<file path="config.mk">
export PLATFORM = sky130hd
export DESIGN_NAME = url_form_value_decoder_unit
export DESIGN_NICKNAME = d
export VERILOG_FILES = /design/src/rtl/ufd_pkg.sv /design/src/rtl/ufd_step.sv /design/src/rtl/url_form_value_decoder_unit.sv
export SDC_FILE = /design/constraint.sdc
export NUM_CORES = 1
export LEC_CHECK = 0
export ABC_CLOCK_PERIOD_IN_PS = 9300
export BUFFER_PORTS_ARGS = -buffer_cell sky130_fd_sc_hd__buf_2
export CAP_MARGIN = 20
export CORE_MARGIN = 4
export CORE_UTILIZATION = 33
export DETAILED_ROUTE_END_ITERATION = 7
export GPL_ROUTABILITY_DRIVEN = 1
export GPL_TIMING_DRIVEN = 0
export PLACE_DENSITY = 0.48
export SLEW_MARGIN = 20
export SYNTH_ARGS = -nofsm -noshare
export SYNTH_HDL_FRONTEND = slang
export SYNTH_SLANG_ARGS = --single-unit
export TNS_END_PERCENT = 50
</file>
<file path="constraint.sdc">
create_clock -name aclk -period 9.3 [get_ports aclk]
set_input_delay 0.465 -clock aclk [delete_from_list [all_inputs] [get_ports aclk]]
set_output_delay 0.465 -clock aclk [all_outputs]
set_load 0.03 [all_outputs]
</file>
<file path="src/rtl/ufd_pkg.sv">
`timescale 1ns / 1ps
// ----------------------------------------------------------------------------
// ufd_pkg
// Types and constants shared by the form-URL value decoder.
// ----------------------------------------------------------------------------
package ufd_pkg;

    // Character codes the decoder reacts to
    localparam logic [7:0] CH_AMP   = 8'h26;
    localparam logic [7:0] CH_EQ    = 8'h3D;
    localparam logic [7:0] CH_PCT   = 8'h25;
    localparam logic [7:0] CH_PLUS  = 8'h2B;
    localparam logic [7:0] CH_SPACE = 8'h20;
    localparam logic [7:0] CH_QUOTE = 8'h22;
    localparam logic [7:0] CH_UPA   = 8'h41;
    localparam logic [7:0] CH_ZERO  = 8'h30;
    localparam logic [7:0] DIGIT_LOW_MASK = 8'h07;

    // Buffer length after reset
    localparam logic [15:0] BUFFER_LEN_RESET = 16'd256;

    typedef enum logic [2:0] {
        PH_SKIP  = 3'd0,
        PH_PLAIN = 3'd1,
        PH_HEX1  = 3'd2,
        PH_HEX2  = 3'd3,
        PH_QUOTE = 3'd4,
        PH_AFTQ  = 3'd5,
        PH_DRAIN = 3'd6
    } ufd_phase_t;

    typedef enum logic [1:0] {
        END_AMP   = 2'd0,
        END_EQ    = 2'd1,
        END_EOS   = 2'd2,
        END_LIMIT = 2'd3
    } ufd_reason_t;

    typedef struct packed {
        logic [7:0] ch;
        logic       is_last;
    } ufd_in_t;

    typedef struct packed {
        logic [7:0] out_byte;
        logic       byte_valid;
        logic       done_res;
        logic [1:0] end_reason;
    } ufd_out_t;

    typedef struct packed {
        ufd_phase_t  phase;
        logic [3:0]  high_digit;
        logic [15:0] unit_count;
    } ufd_state_t;

    // Value of one escape digit, as the decoder defines it (no range check)
    function automatic logic [7:0] digit_value(input logic [7:0] c);
        logic [7:0] v;
        if (c >= CH_UPA) begin
            v = (c & DIGIT_LOW_MASK) + 8'd9;
        end else begin
            v = c - CH_ZERO;
        end
        return v;
    endfunction

endpackage

</file>
<file path="src/rtl/ufd_step.sv">
`timescale 1ns / 1ps
// ----------------------------------------------------------------------------
// ufd_step
// Decode step for one character: next decoder state and the result it gives.
// ----------------------------------------------------------------------------
module ufd_step (
    input  ufd_pkg::ufd_state_t cur_state,
    input  ufd_pkg::ufd_in_t    item,
    input  logic [15:0]         limit,
    output ufd_pkg::ufd_state_t nxt_state,
    output ufd_pkg::ufd_out_t   result,
    output logic                has_result
);
    import ufd_pkg::*;

    logic       at_limit;
    logic       was_drain;
    logic       do_plain;
    logic [7:0] ch;
    logic [7:0] dv;

    assign ch        = item.ch;
    assign dv        = digit_value(item.ch);
    assign at_limit  = cur_state.unit_count >= limit;
    assign was_drain = cur_state.phase == PH_DRAIN;

    always_comb begin
        nxt_state = cur_state;
        result    = '0;
        do_plain  = 1'b0;

        // Per-phase handling
        unique case (cur_state.phase)
            PH_PLAIN: begin
                do_plain = 1'b1;
            end
            PH_HEX1: begin
                nxt_state.high_digit = dv[3:0];
                nxt_state.phase      = PH_HEX2;
            end
            PH_HEX2: begin
                result.out_byte   = {cur_state.high_digit, 4'b0000} + dv;
                result.byte_valid = 1'b1;
                nxt_state.phase   = PH_PLAIN;
            end
            PH_QUOTE: begin
                if (ch == CH_QUOTE) begin
                    nxt_state.phase = PH_AFTQ;
                end else if (at_limit) begin
                    result.done_res   = 1'b1;
                    result.end_reason = END_LIMIT;
                    nxt_state.phase   = PH_DRAIN;
                end else begin
                    result.out_byte      = ch;
                    result.byte_valid    = 1'b1;
                    nxt_state.unit_count = cur_state.unit_count + 16'd1;
                end
            end
            PH_AFTQ: begin
                if (ch == CH_AMP) begin
                    result.done_res   = 1'b1;
                    result.end_reason = END_AMP;
                end else if (ch == CH_EQ) begin
                    result.done_res   = 1'b1;
                    result.end_reason = END_EQ;
                end
            end
            PH_DRAIN: begin
                if (ch == CH_AMP || ch == CH_EQ) begin
                    nxt_state.phase      = PH_SKIP;
                    nxt_state.unit_count = '0;
                    nxt_state.high_digit = '0;
                end
            end
            default: begin
                // Leading skip, also the unused phase code
                if (ch == CH_SPACE || ch == CH_EQ) begin
                    nxt_state.phase = PH_SKIP;
                end else if (ch == CH_QUOTE) begin
                    nxt_state.phase = PH_QUOTE;
                end else begin
                    do_plain = 1'b1;
                end
            end
        endcase

        // Plain decoding of one character
        if (do_plain) begin
            if (ch == CH_AMP) begin
                result.done_res   = 1'b1;
                result.end_reason = END_AMP;
            end else if (ch == CH_EQ) begin
                result.done_res   = 1'b1;
                result.end_reason = END_EQ;
            end else if (at_limit) begin
                result.done_res   = 1'b1;
                result.end_reason = END_LIMIT;
                nxt_state.phase   = PH_DRAIN;
            end else begin
                nxt_state.unit_count = cur_state.unit_count + 16'd1;
                nxt_state.phase      = PH_PLAIN;
                if (ch == CH_PLUS) begin
                    result.out_byte   = CH_SPACE;
                    result.byte_valid = 1'b1;
                end else if (ch == CH_PCT) begin
                    nxt_state.phase = PH_HEX1;
                end else if (ch != CH_SPACE) begin
                    result.out_byte   = ch;
                    result.byte_valid = 1'b1;
                end
            end
        end

        // A terminator ends the value; the length limit leaves it draining
        if (result.done_res && result.end_reason != END_LIMIT) begin
            nxt_state.phase      = PH_SKIP;
            nxt_state.unit_count = '0;
            nxt_state.high_digit = '0;
        end

        // End of string closes whatever is open
        if (item.is_last) begin
            if (!result.done_res && !was_drain) begin
                result.done_res   = 1'b1;
                result.end_reason = END_EOS;
            end
            nxt_state.phase      = PH_SKIP;
            nxt_state.unit_count = '0;
            nxt_state.high_digit = '0;
        end

        has_result = result.byte_valid || result.done_res;
    end

endmodule

</file>
<file path="src/rtl/url_form_value_decoder_unit.sv">
`timescale 1ns / 1ps
// ----------------------------------------------------------------------------
// url_form_value_decoder_unit
// Streaming decoder for form-URL-encoded values, one character per transaction.
// ----------------------------------------------------------------------------
// The unit takes one character per cycle unless a result waits on m_ready while
// the held character gives another. A character passes an input register, is
// decoded by a single combinational step against the decoder state, and its
// result (if any) lands in the result register. Characters that give no result
// (skipped spaces, first escape digits, drained input) are absorbed without a
// result transaction. The result register lets a new character be taken while
// a finished result still waits on m_ready. Write buffer_len through the cfg
// channel only while the unit is idle.
module url_form_value_decoder_unit (
    input  logic              aclk,
    input  logic              aresetn,
    input  logic              cfg_valid,
    output logic              cfg_ready,
    input  logic [15:0]       cfg_wdata,
    input  logic              s_valid,
    output logic              s_ready,
    input  ufd_pkg::ufd_in_t  s_data,
    output logic              m_valid,
    input  logic              m_ready,
    output ufd_pkg::ufd_out_t m_data
);
    import ufd_pkg::*;

    logic [15:0] buffer_len_reg;
    logic [15:0] limit;
    logic        in_valid_reg;
    ufd_in_t     in_data_reg;
    logic        out_valid_reg;
    ufd_out_t    out_data_reg;
    ufd_state_t  state_reg;
    ufd_state_t  state_next;
    ufd_out_t    step_result;
    logic        step_has_result;
    logic        advance;

    assign cfg_ready = 1'b1;
    assign limit     = buffer_len_reg - 16'd1;

    // Hold the buffer length
    always_ff @(posedge aclk) begin
        if (!aresetn) begin
            buffer_len_reg <= BUFFER_LEN_RESET;
        end else if (cfg_valid && cfg_ready) begin
            buffer_len_reg <= cfg_wdata;
        end
    end

    ufd_step u_step (
        .cur_state (state_reg),
        .item      (in_data_reg),
        .limit     (limit),
        .nxt_state (state_next),
        .result    (step_result),
        .has_result(step_has_result)
    );

    // Advance the held character when it gives no result or its result has somewhere to go
    assign advance = in_valid_reg && (!out_valid_reg || m_ready || !step_has_result);
    assign s_ready = !in_valid_reg || advance;

    // Input register
    always_ff @(posedge aclk) begin
        if (!aresetn) begin
            in_valid_reg <= 1'b0;
        end else if (s_ready) begin
            in_valid_reg <= s_valid;
        end
    end

    always_ff @(posedge aclk) begin
        if (s_ready && s_valid) begin
            in_data_reg <= s_data;
        end
    end

    // Decoder state
    always_ff @(posedge aclk) begin
        if (!aresetn) begin
            state_reg <= '{phase: PH_SKIP, high_digit: 4'd0, unit_count: 16'd0};
        end else if (advance) begin
            state_reg <= state_next;
        end
    end

    // Result register
    always_ff @(posedge aclk) begin
        if (!aresetn) begin
            out_valid_reg <= 1'b0;
        end else if (advance && step_has_result) begin
            out_valid_reg <= 1'b1;
        end else if (m_ready) begin
            out_valid_reg <= 1'b0;
        end
    end

    always_ff @(posedge aclk) begin
        if (advance && step_has_result) begin
            out_data_reg <= step_result;
        end
    end

    assign m_valid = out_valid_reg;
    assign m_data  = out_data_reg;

    // A result transaction always carries a byte or an end of value
    a_result_nonempty: assert property (@(posedge aclk) disable iff (!aresetn)
        m_valid |-> (m_data.byte_valid || m_data.done_res))
        else $error("empty result transaction");

    // Unused fields stay zero
    a_fields_clean: assert property (@(posedge aclk) disable iff (!aresetn)
        m_valid |-> ((m_data.done_res || m_data.end_reason == END_AMP) &&
                     (m_data.byte_valid || m_data.out_byte == 8'd0)))
        else $error("result field set without its flag");

    // The last character of a string always leaves the decoder at a fresh value
    a_last_resets: assert property (@(posedge aclk) disable iff (!aresetn)
        (advance && in_data_reg.is_last) |=>
            (state_reg.phase == PH_SKIP && state_reg.unit_count == 16'd0 &&
             state_reg.high_digit == 4'd0))
        else $error("state not cleared after end of string");

    // A held result is never overwritten before it is taken
    a_no_overwrite: assert property (@(posedge aclk) disable iff (!aresetn)
        (m_valid && !m_ready) |=> (m_valid && $stable(m_data)))
        else $error("pending result lost");

endmodule

</file>
; ---- Word level (Yosys, flattened, before mapping)
; Cells that the tools add are included.
[classes]
addsub = 5
magnitude_cmp = 2
n_eq_ne = 15
n_mux = 47
n_reduce_logical = 21
[ops]
columns = operator, count
row1 = 2-to-1 mux 16 bit, 6
row2 = 2-to-1 mux 23 bit, 3
row3 = 2-to-1 mux 9 bit, 7
row4 = 2-to-1 mux 3 bit, 17
row5 = "equality test 8 x 6 -> 1 bit, second input constant", 6
row6 = one-hot mux 16 bit (2 select lines), 1
row7 = 2-to-1 mux 12 bit, 2
row8 = one-hot mux 9 bit (2 select lines), 1
row9 = "adder 16 x 1 -> 16 bit, second input constant", 1
row10 = greater-or-equal comparator 16 bit, 1
row11 = "subtractor 16 x 1 -> 16 bit, second input constant", 1
row12 = one-hot mux 3 bit (5 select lines), 1
row13 = "equality test 3 bit, second input constant", 3
row14 = adder 8 bit, 1
row15 = "greater-or-equal comparator 8 x 7 -> 1 bit, second input constant", 1
row16 = 2-to-1 mux 8 bit, 1
row17 = "!= test 8 x 6 -> 1 bit, second input constant", 1
row18 = one-hot mux 4 bit (2 select lines), 1
row19 = "subtractor 8 x 6 -> 8 bit, second input constant", 1
row20 = "equality test 3 x 2 -> 1 bit, second input constant", 2
row21 = logical OR 1 bit, 6
row22 = one-hot mux 3 bit (2 select lines), 1
row23 = "adder 3 x 4 -> 5 bit, second input constant", 1
row24 = logical AND 1 bit, 5
row25 = other kinds (12), 19
[word_totals]
ff_bits = 62
inputBits = 30
output_inout_bits = 15

; ---- Logic depth before layout (Yosys ltp)
[depth]
word_depth = 22
mapped_depth = 18

; ---- Cells and area by module
; Synthesis repeated with hierarchy kept, for this count alone.
[hier_totals]
cells_unflattened = 524
hier_area_um2 = 4443.0
[by_module_without_submodules]
columns = module, instances, cells_each, area_each_um2, seq_area_each_um2
row1 = url_form_value_decoder_unit, 1, 226, 2448.6, 1451.4
row2 = ufd_step, 1, 298, 1994.4, 0.0

; ---- Worst setup path after synthesis
; Ideal clock, no wire load.
[synth_path]
path_type = reg2reg
from = reg buffer_len_reg[2]
to = reg in_data_reg[0] (netlist bit) (enable)
setup_ps = 375
t_arrival_ps = 3294
setup_slack_ps = 5631
stages_incl_launch_ff = 16
period_less_slack_ps = 3669
cell_sequence = dfxtp_1 > nor2_1 > and3b_1 > nand3b_1 > nand2b_1 > nor4_1 > xnor2_1 > ha_1 > nand4_1 > nor4_1 > a31oi_2 > o21ai_2 > nand2_1 > a21o_1 > and3_1 > nor2b_1
[synth_between]
elab_chain_len = 19
word_cells_on_any_way = 27
[synth_lines]
columns = element, line
row1 = start: declaration, url_form_value_decoder_unit.sv:29  ; logic [15:0] buffer_len_reg;
row2 = start signal: assignment, url_form_value_decoder_unit.sv:49  ; buffer_len_reg <= cfg_wdata;
row3 = subtractor 16 x 1 -> 16 bit *, url_form_value_decoder_unit.sv:42  ; assign limit = buffer_len_reg - 16'd1;
row4 = greater-or-equal comparator 16 bit *, ufd_step.sv:24  ; assign at_limit = cur_state.unit_count >= limit;
row5 = 2-to-1 mux 3 bit, ufd_step.sv:49  ; end else if (at_limit) begin
row6 = 2-to-1 mux 12 bit, ufd_step.sv:47  ; if (ch == CH_QUOTE) begin
row7 = one-hot mux 3 bit (2 select lines), ufd_step.sv:33  ; unique case (cur_state.phase)
row8 = 2-to-1 mux 3 bit, ufd_step.sv:95  ; end else if (at_limit) begin
row9 = 2-to-1 mux 3 bit, ufd_step.sv:92  ; end else if (ch == CH_EQ) begin
row10 = 2-to-1 mux 3 bit, ufd_step.sv:89  ; if (ch == CH_AMP) begin
row11 = (+3 left out), --
row12 = 2-to-1 mux 3 bit, ufd_step.sv:123  ; if (!result.done_res && !was_drain) begin
row13 = 2-to-1 mux 3 bit, ufd_step.sv:122  ; if (item.is_last) begin
row14 = logical OR 1 bit *, ufd_step.sv:132  ; has_result = result.byte_valid || result.done_res;
row15 = zero test 1 bit *, url_form_value_decoder_unit.sv:63  ; assign advance = in_valid_reg && (!out_valid_reg || m_ready || !step_has_result);
row16 = logical OR 1 bit *, url_form_value_decoder_unit.sv:63
row17 = logical AND 1 bit *, url_form_value_decoder_unit.sv:63
row18 = logical OR 1 bit *, url_form_value_decoder_unit.sv:64  ; assign s_ready = !in_valid_reg || advance;
row19 = logical AND 1 bit *, url_form_value_decoder_unit.sv:76  ; if (s_ready && s_valid) begin
row20 = end signal: assignment, url_form_value_decoder_unit.sv:77  ; in_data_reg <= s_data;
row21 = end: declaration, url_form_value_decoder_unit.sv:32  ; ufd_in_t in_data_reg;
; Mark *: on every way between the ends. The rest lies on a longest branch, timed or not.
; A chain may end at the register's enable or synchronous reset.

; ---- Final worst setup path
[layout_path]
from = reg buffer_len_reg[2]
to = out s_ready
[layout_between]
elab_chain_len = 18
word_cells_on_any_way = 26
[layout_lines]
columns = element, line
row1 = subtractor 16 x 1 -> 16 bit *, url_form_value_decoder_unit.sv:42
row2 = greater-or-equal comparator 16 bit *, ufd_step.sv:24
row3 = 2-to-1 mux 3 bit, ufd_step.sv:49
row4 = 2-to-1 mux 12 bit, ufd_step.sv:47
row5 = one-hot mux 3 bit (2 select lines), ufd_step.sv:33
row6 = 2-to-1 mux 3 bit, ufd_step.sv:95
row7 = 2-to-1 mux 3 bit, ufd_step.sv:92
row8 = 2-to-1 mux 3 bit, ufd_step.sv:89
row9 = (+2 left out), --
row10 = logical AND 1 bit, ufd_step.sv:123
row11 = 2-to-1 mux 3 bit, ufd_step.sv:123
row12 = 2-to-1 mux 3 bit, ufd_step.sv:122
row13 = logical OR 1 bit *, ufd_step.sv:132
row14 = zero test 1 bit *, url_form_value_decoder_unit.sv:63
row15 = logical OR 1 bit *, url_form_value_decoder_unit.sv:63
row16 = logical AND 1 bit *, url_form_value_decoder_unit.sv:63
row17 = logical OR 1 bit *, url_form_value_decoder_unit.sv:64
row18 = end: declaration, url_form_value_decoder_unit.sv:21  ; output logic s_ready,
; Marks and branches as above.

==> flow_summary_export.csv <==
group,metric,value,unit
worst_setup_path,r2r_end,"m_data[6]",
worst_setup_path,cp-start-kind,"register",
die,die_h,125,microns
die,ioPinCount,45,
place,place_area,4980,sq um
logic_synthesis,ys_warn_count,0,
timing,fin_crit,4.31,ns
pwr,power.density,134,nW/um^2
worst_setup_path,r2r-start,"buffer_len_reg[2]",
clock_network,h-tree-depth,3,
final_layout,area_growth,14.9,%
worst_setup_path,crit_fanout,10,
clock_network,cts.repair.resized,0,
die,rows,42,
die,initial_core_util,34.1,%
place,gp_congestion,0.898,
global_routing,grt_pass1_wl,18700,microns
pwr,power_frac_clock,41.7,%
worst_setup_path,rr_worst_depth,15,
logic_synthesis,synthDominantCellAreaShare,18.0,%
detailed_routing,wl_per_cell,15.6,microns
timing,whs,0.304,ns
logic_synthesis,synthTopCellsByArea,"dfxtp_1 18%, edfxtp_1 14%, ha_1 8.2%, mux2i_1 5.1%, nand2_1 3.5%",
timing,slew_headroom,52.1,%
timing,tightest_slew,0.718,ns
logic_synthesis,yosys.area.top_type,"dfxtp_1",
logic_synthesis,syn_nets,545,
place,portBuffers,41,
die,die_area,15700,sq um
final_layout,drive_gt1_share,23.3,%
pwr,p_int,513,uW
pwr,power_frac_comb,15.2,%
detailed_routing,drt_pass1_iterations,5,
detailed_routing,vias,3751,
logic_synthesis,ys_seq_elements,62,
global_routing,grt_overflow,0,
timing,hold_viol,0,
clock_network,clk_path_buf_depth,2,
global_routing,track_usage,14.7,%
pwr,p_sw,188,uW
detailed_routing,vias_per_cell,5.24,
global_routing,grt_pass1_vias,3651,
hold_path,hold_path_depth,1,
worst_setup_path,crit_arrival,3.84,ns
clock_network,hold_buffers,0,
run,cap_violations,0,
final_layout,fin_util,39.2,%
pwr,ir_worst_vdd,88.4,uV
detailed_routing,drt-total-wl,11200,microns
final_layout,finalNetCount,597,
hold_path,worstHoldStart,"s_data[5]",
timing,min_period_over_period,46.3,%
clock_network,cts_tree,"yes",
clock_network,cts.sinks,62,
timing,rsz0062_at_grt,"false",
pwr,power.total,701,uW
final_layout,diodes,0,
hold_path,hold_end,"in_data_reg[5]",
logic_synthesis,synth_area,4550,sq um
worst_setup_path,criticalPathCategory,"reg -> out",
final_layout,largest_reg_flops,23,
die,die_w,125,microns
timing,setup_viol,0,
logic_synthesis,yosysUniqueCellTypes,87,
final_layout,finalInstanceArea,5230,sq um
clock_network,cts_setup_buffers,0,
outcome,status,"complete, no violations",
pwr,power_frac_seq,43.1,%
logic_synthesis,synthArstFlopShare,0,%
die,fp.coreArea,13300,sq um
pwr,p_leak,2.09,nW
logic_synthesis,ys_seq_area_share,31.9,%
final_layout,final_cell_mix,"43 x buf_2, 42 x nor2_1, 42 x nand2_1",
clock_network,root_buffer,"clkbuf_16",
global_routing,antenna_found_initial,0,
detailed_routing,ant_nets,0,
logic_synthesis,synth_cells,484,
logic_synthesis,synth-edff-count,21,
detailed_routing,drc_errors,0,
worst_setup_path,endpoint_kind,"primary output",
timing,max_freq,232,MHz
clock_network,cts_buffers,9,
logic_synthesis,synth-main-ff-cell,"dfxtp_1",
timing,final.setup.tns,0,ns
global_routing,grt_max_degree,13,
pwr,p_sw_share,26.8,%
logic_synthesis,avgSynthCellArea,9.40,sq um
clock_network,cts.clk_slew.worst_paths,0.05,ns
timing,maxSlewViolCount,0,
hold_path,hold_class,"in -> reg",
timing,skew,0.00634,ns
clock_network,worst_skew_pair.late_latency,0.34,ns
place,dpl.hpwl,8630,microns
detailed_routing,dr.first_iter.drc_count,240,
worst_setup_path,crit_required,8.84,ns
worst_setup_path,rrSetupSlack,5.03,ns
final_layout,layout_commonest_cell,"buf_2",
-- power groups by stage --
stage	Sequential [mW]	Clock [mW]	Combinational (mW)
after floorplan	0.310	0	0.0745
after global placement	0.307	0	0.105
after detailed placement	0.308	0	0.107
after CTS	0.302	0.303	0.108
after global routing	0.304	0.314	0.119
final	0.302	0.293	0.106
-- how the worst max path moves through the flow --
| stage | slack (ns) | start | cells after the start | end |
|---|---|---|---|---|
| 3_3_place_gp | 5.01 | buffer_len_reg[2] | 15 | m_data[3] |
| 6_report | 4.99 | buffer_len_reg[2] | 16 | s_ready |
| 3_5_place_dp | 4.96 | buffer_len_reg[2] | 15 | m_data[8] |
| 2_1_floorplan | 5.63 | buffer_len_reg[2] | 15 | in_data_reg[0] |
| 4_1_cts | 4.94 | buffer_len_reg[2] | 16 | s_ready |
| 5_1_grt | 4.59 | buffer_len_reg[2] | 15 | m_data[6] |
-- cell usage after synthesis (4+ instances only) --
master	n
a21oi_1	30
a22oi_1	4
a31oi_1	5
and3_1	8
buf_6	7
clkbuf_1	8
dfxtp_1	41
edfxtp_1	21
ha_1	30
inv_1	18
mux2i_1	23
nand2_1	42
nand2b_1	5
nand3_1	16
nand4_1	5
nor2_1	42
nor3_1	12
nor3b_1	7
nor4_1	6
o21a_1	4
o21ai_0	27
o2bb2ai_2	10
xnor2_1	12
xor2_1	7
-- per-layer routing --
layer	part of all wire [%]	GRT usage, %	up-vias
li1	-	-	1885
met1	51	20.5	1757
met2	42	21.7	89
met3	4.5	3.24	20
met4	2.4	6.44	0
met5	0	0	-
-- worst max-delay path, stage by stage, from the launching register on --
cell      delay [ns]
dfxtp_1         0.34
nor2_1          0.18
and3b_1         0.21
nand3b_1        0.16
nand2b_1        0.21
nor4_1          0.24
xnor2_1         0.12
ha_1            0.30
nand4_1         0.19
nor4_1          0.38
a31oi_2         0.16
o21ai_2         0.24
nand2_1         0.10
a21o_1          0.24
and3_1          0.20
inv_1           0.05
buf_2           0.18
-- layout make-up --
class | count | area (sq um)
well taps | 176 | 220
flip-flops and latches | 62 | 1450
repair buffers | 41 | 205
multi-input cells | 382 | 2870
inverters | 18 | 67.6
clock buffers | 12 | 236
clock inverters | 3 | 15.0
fillers | 1388 | 8120
plain buffers | 22 | 160
-- through the flow --
stage | setup WS [ns] | std cells
2_1_floorplan | 5.63 | 484
5_1_grt | 4.59 | 716
3_5_place_dp | 4.96 | 701
3_3_place_gp | 5.01 | 701
6_report | 4.99 | 716
4_1_cts | 4.94 | 716
-- cell families (layout without fill, tap and decap cells) --
group / Yosys count / count (layout) / synth area share, %
buffers and inverters: 40 / 96 / 5.00
other: 1 / 1 / 0.0824
muxes: 23 / 23 / 5.06
adders and majority gates: 31 / 31 / 8.69
and+or+nand+nor: 186 / 186 / 24.4
DFF: 62 / 62 / 31.9
xor gates and xnor gates: 19 / 19 / 3.66
AOI/OAI and AO/OA: 122 / 122 / 21.3
No activity file was read; power rests on OpenSTA's default activity.
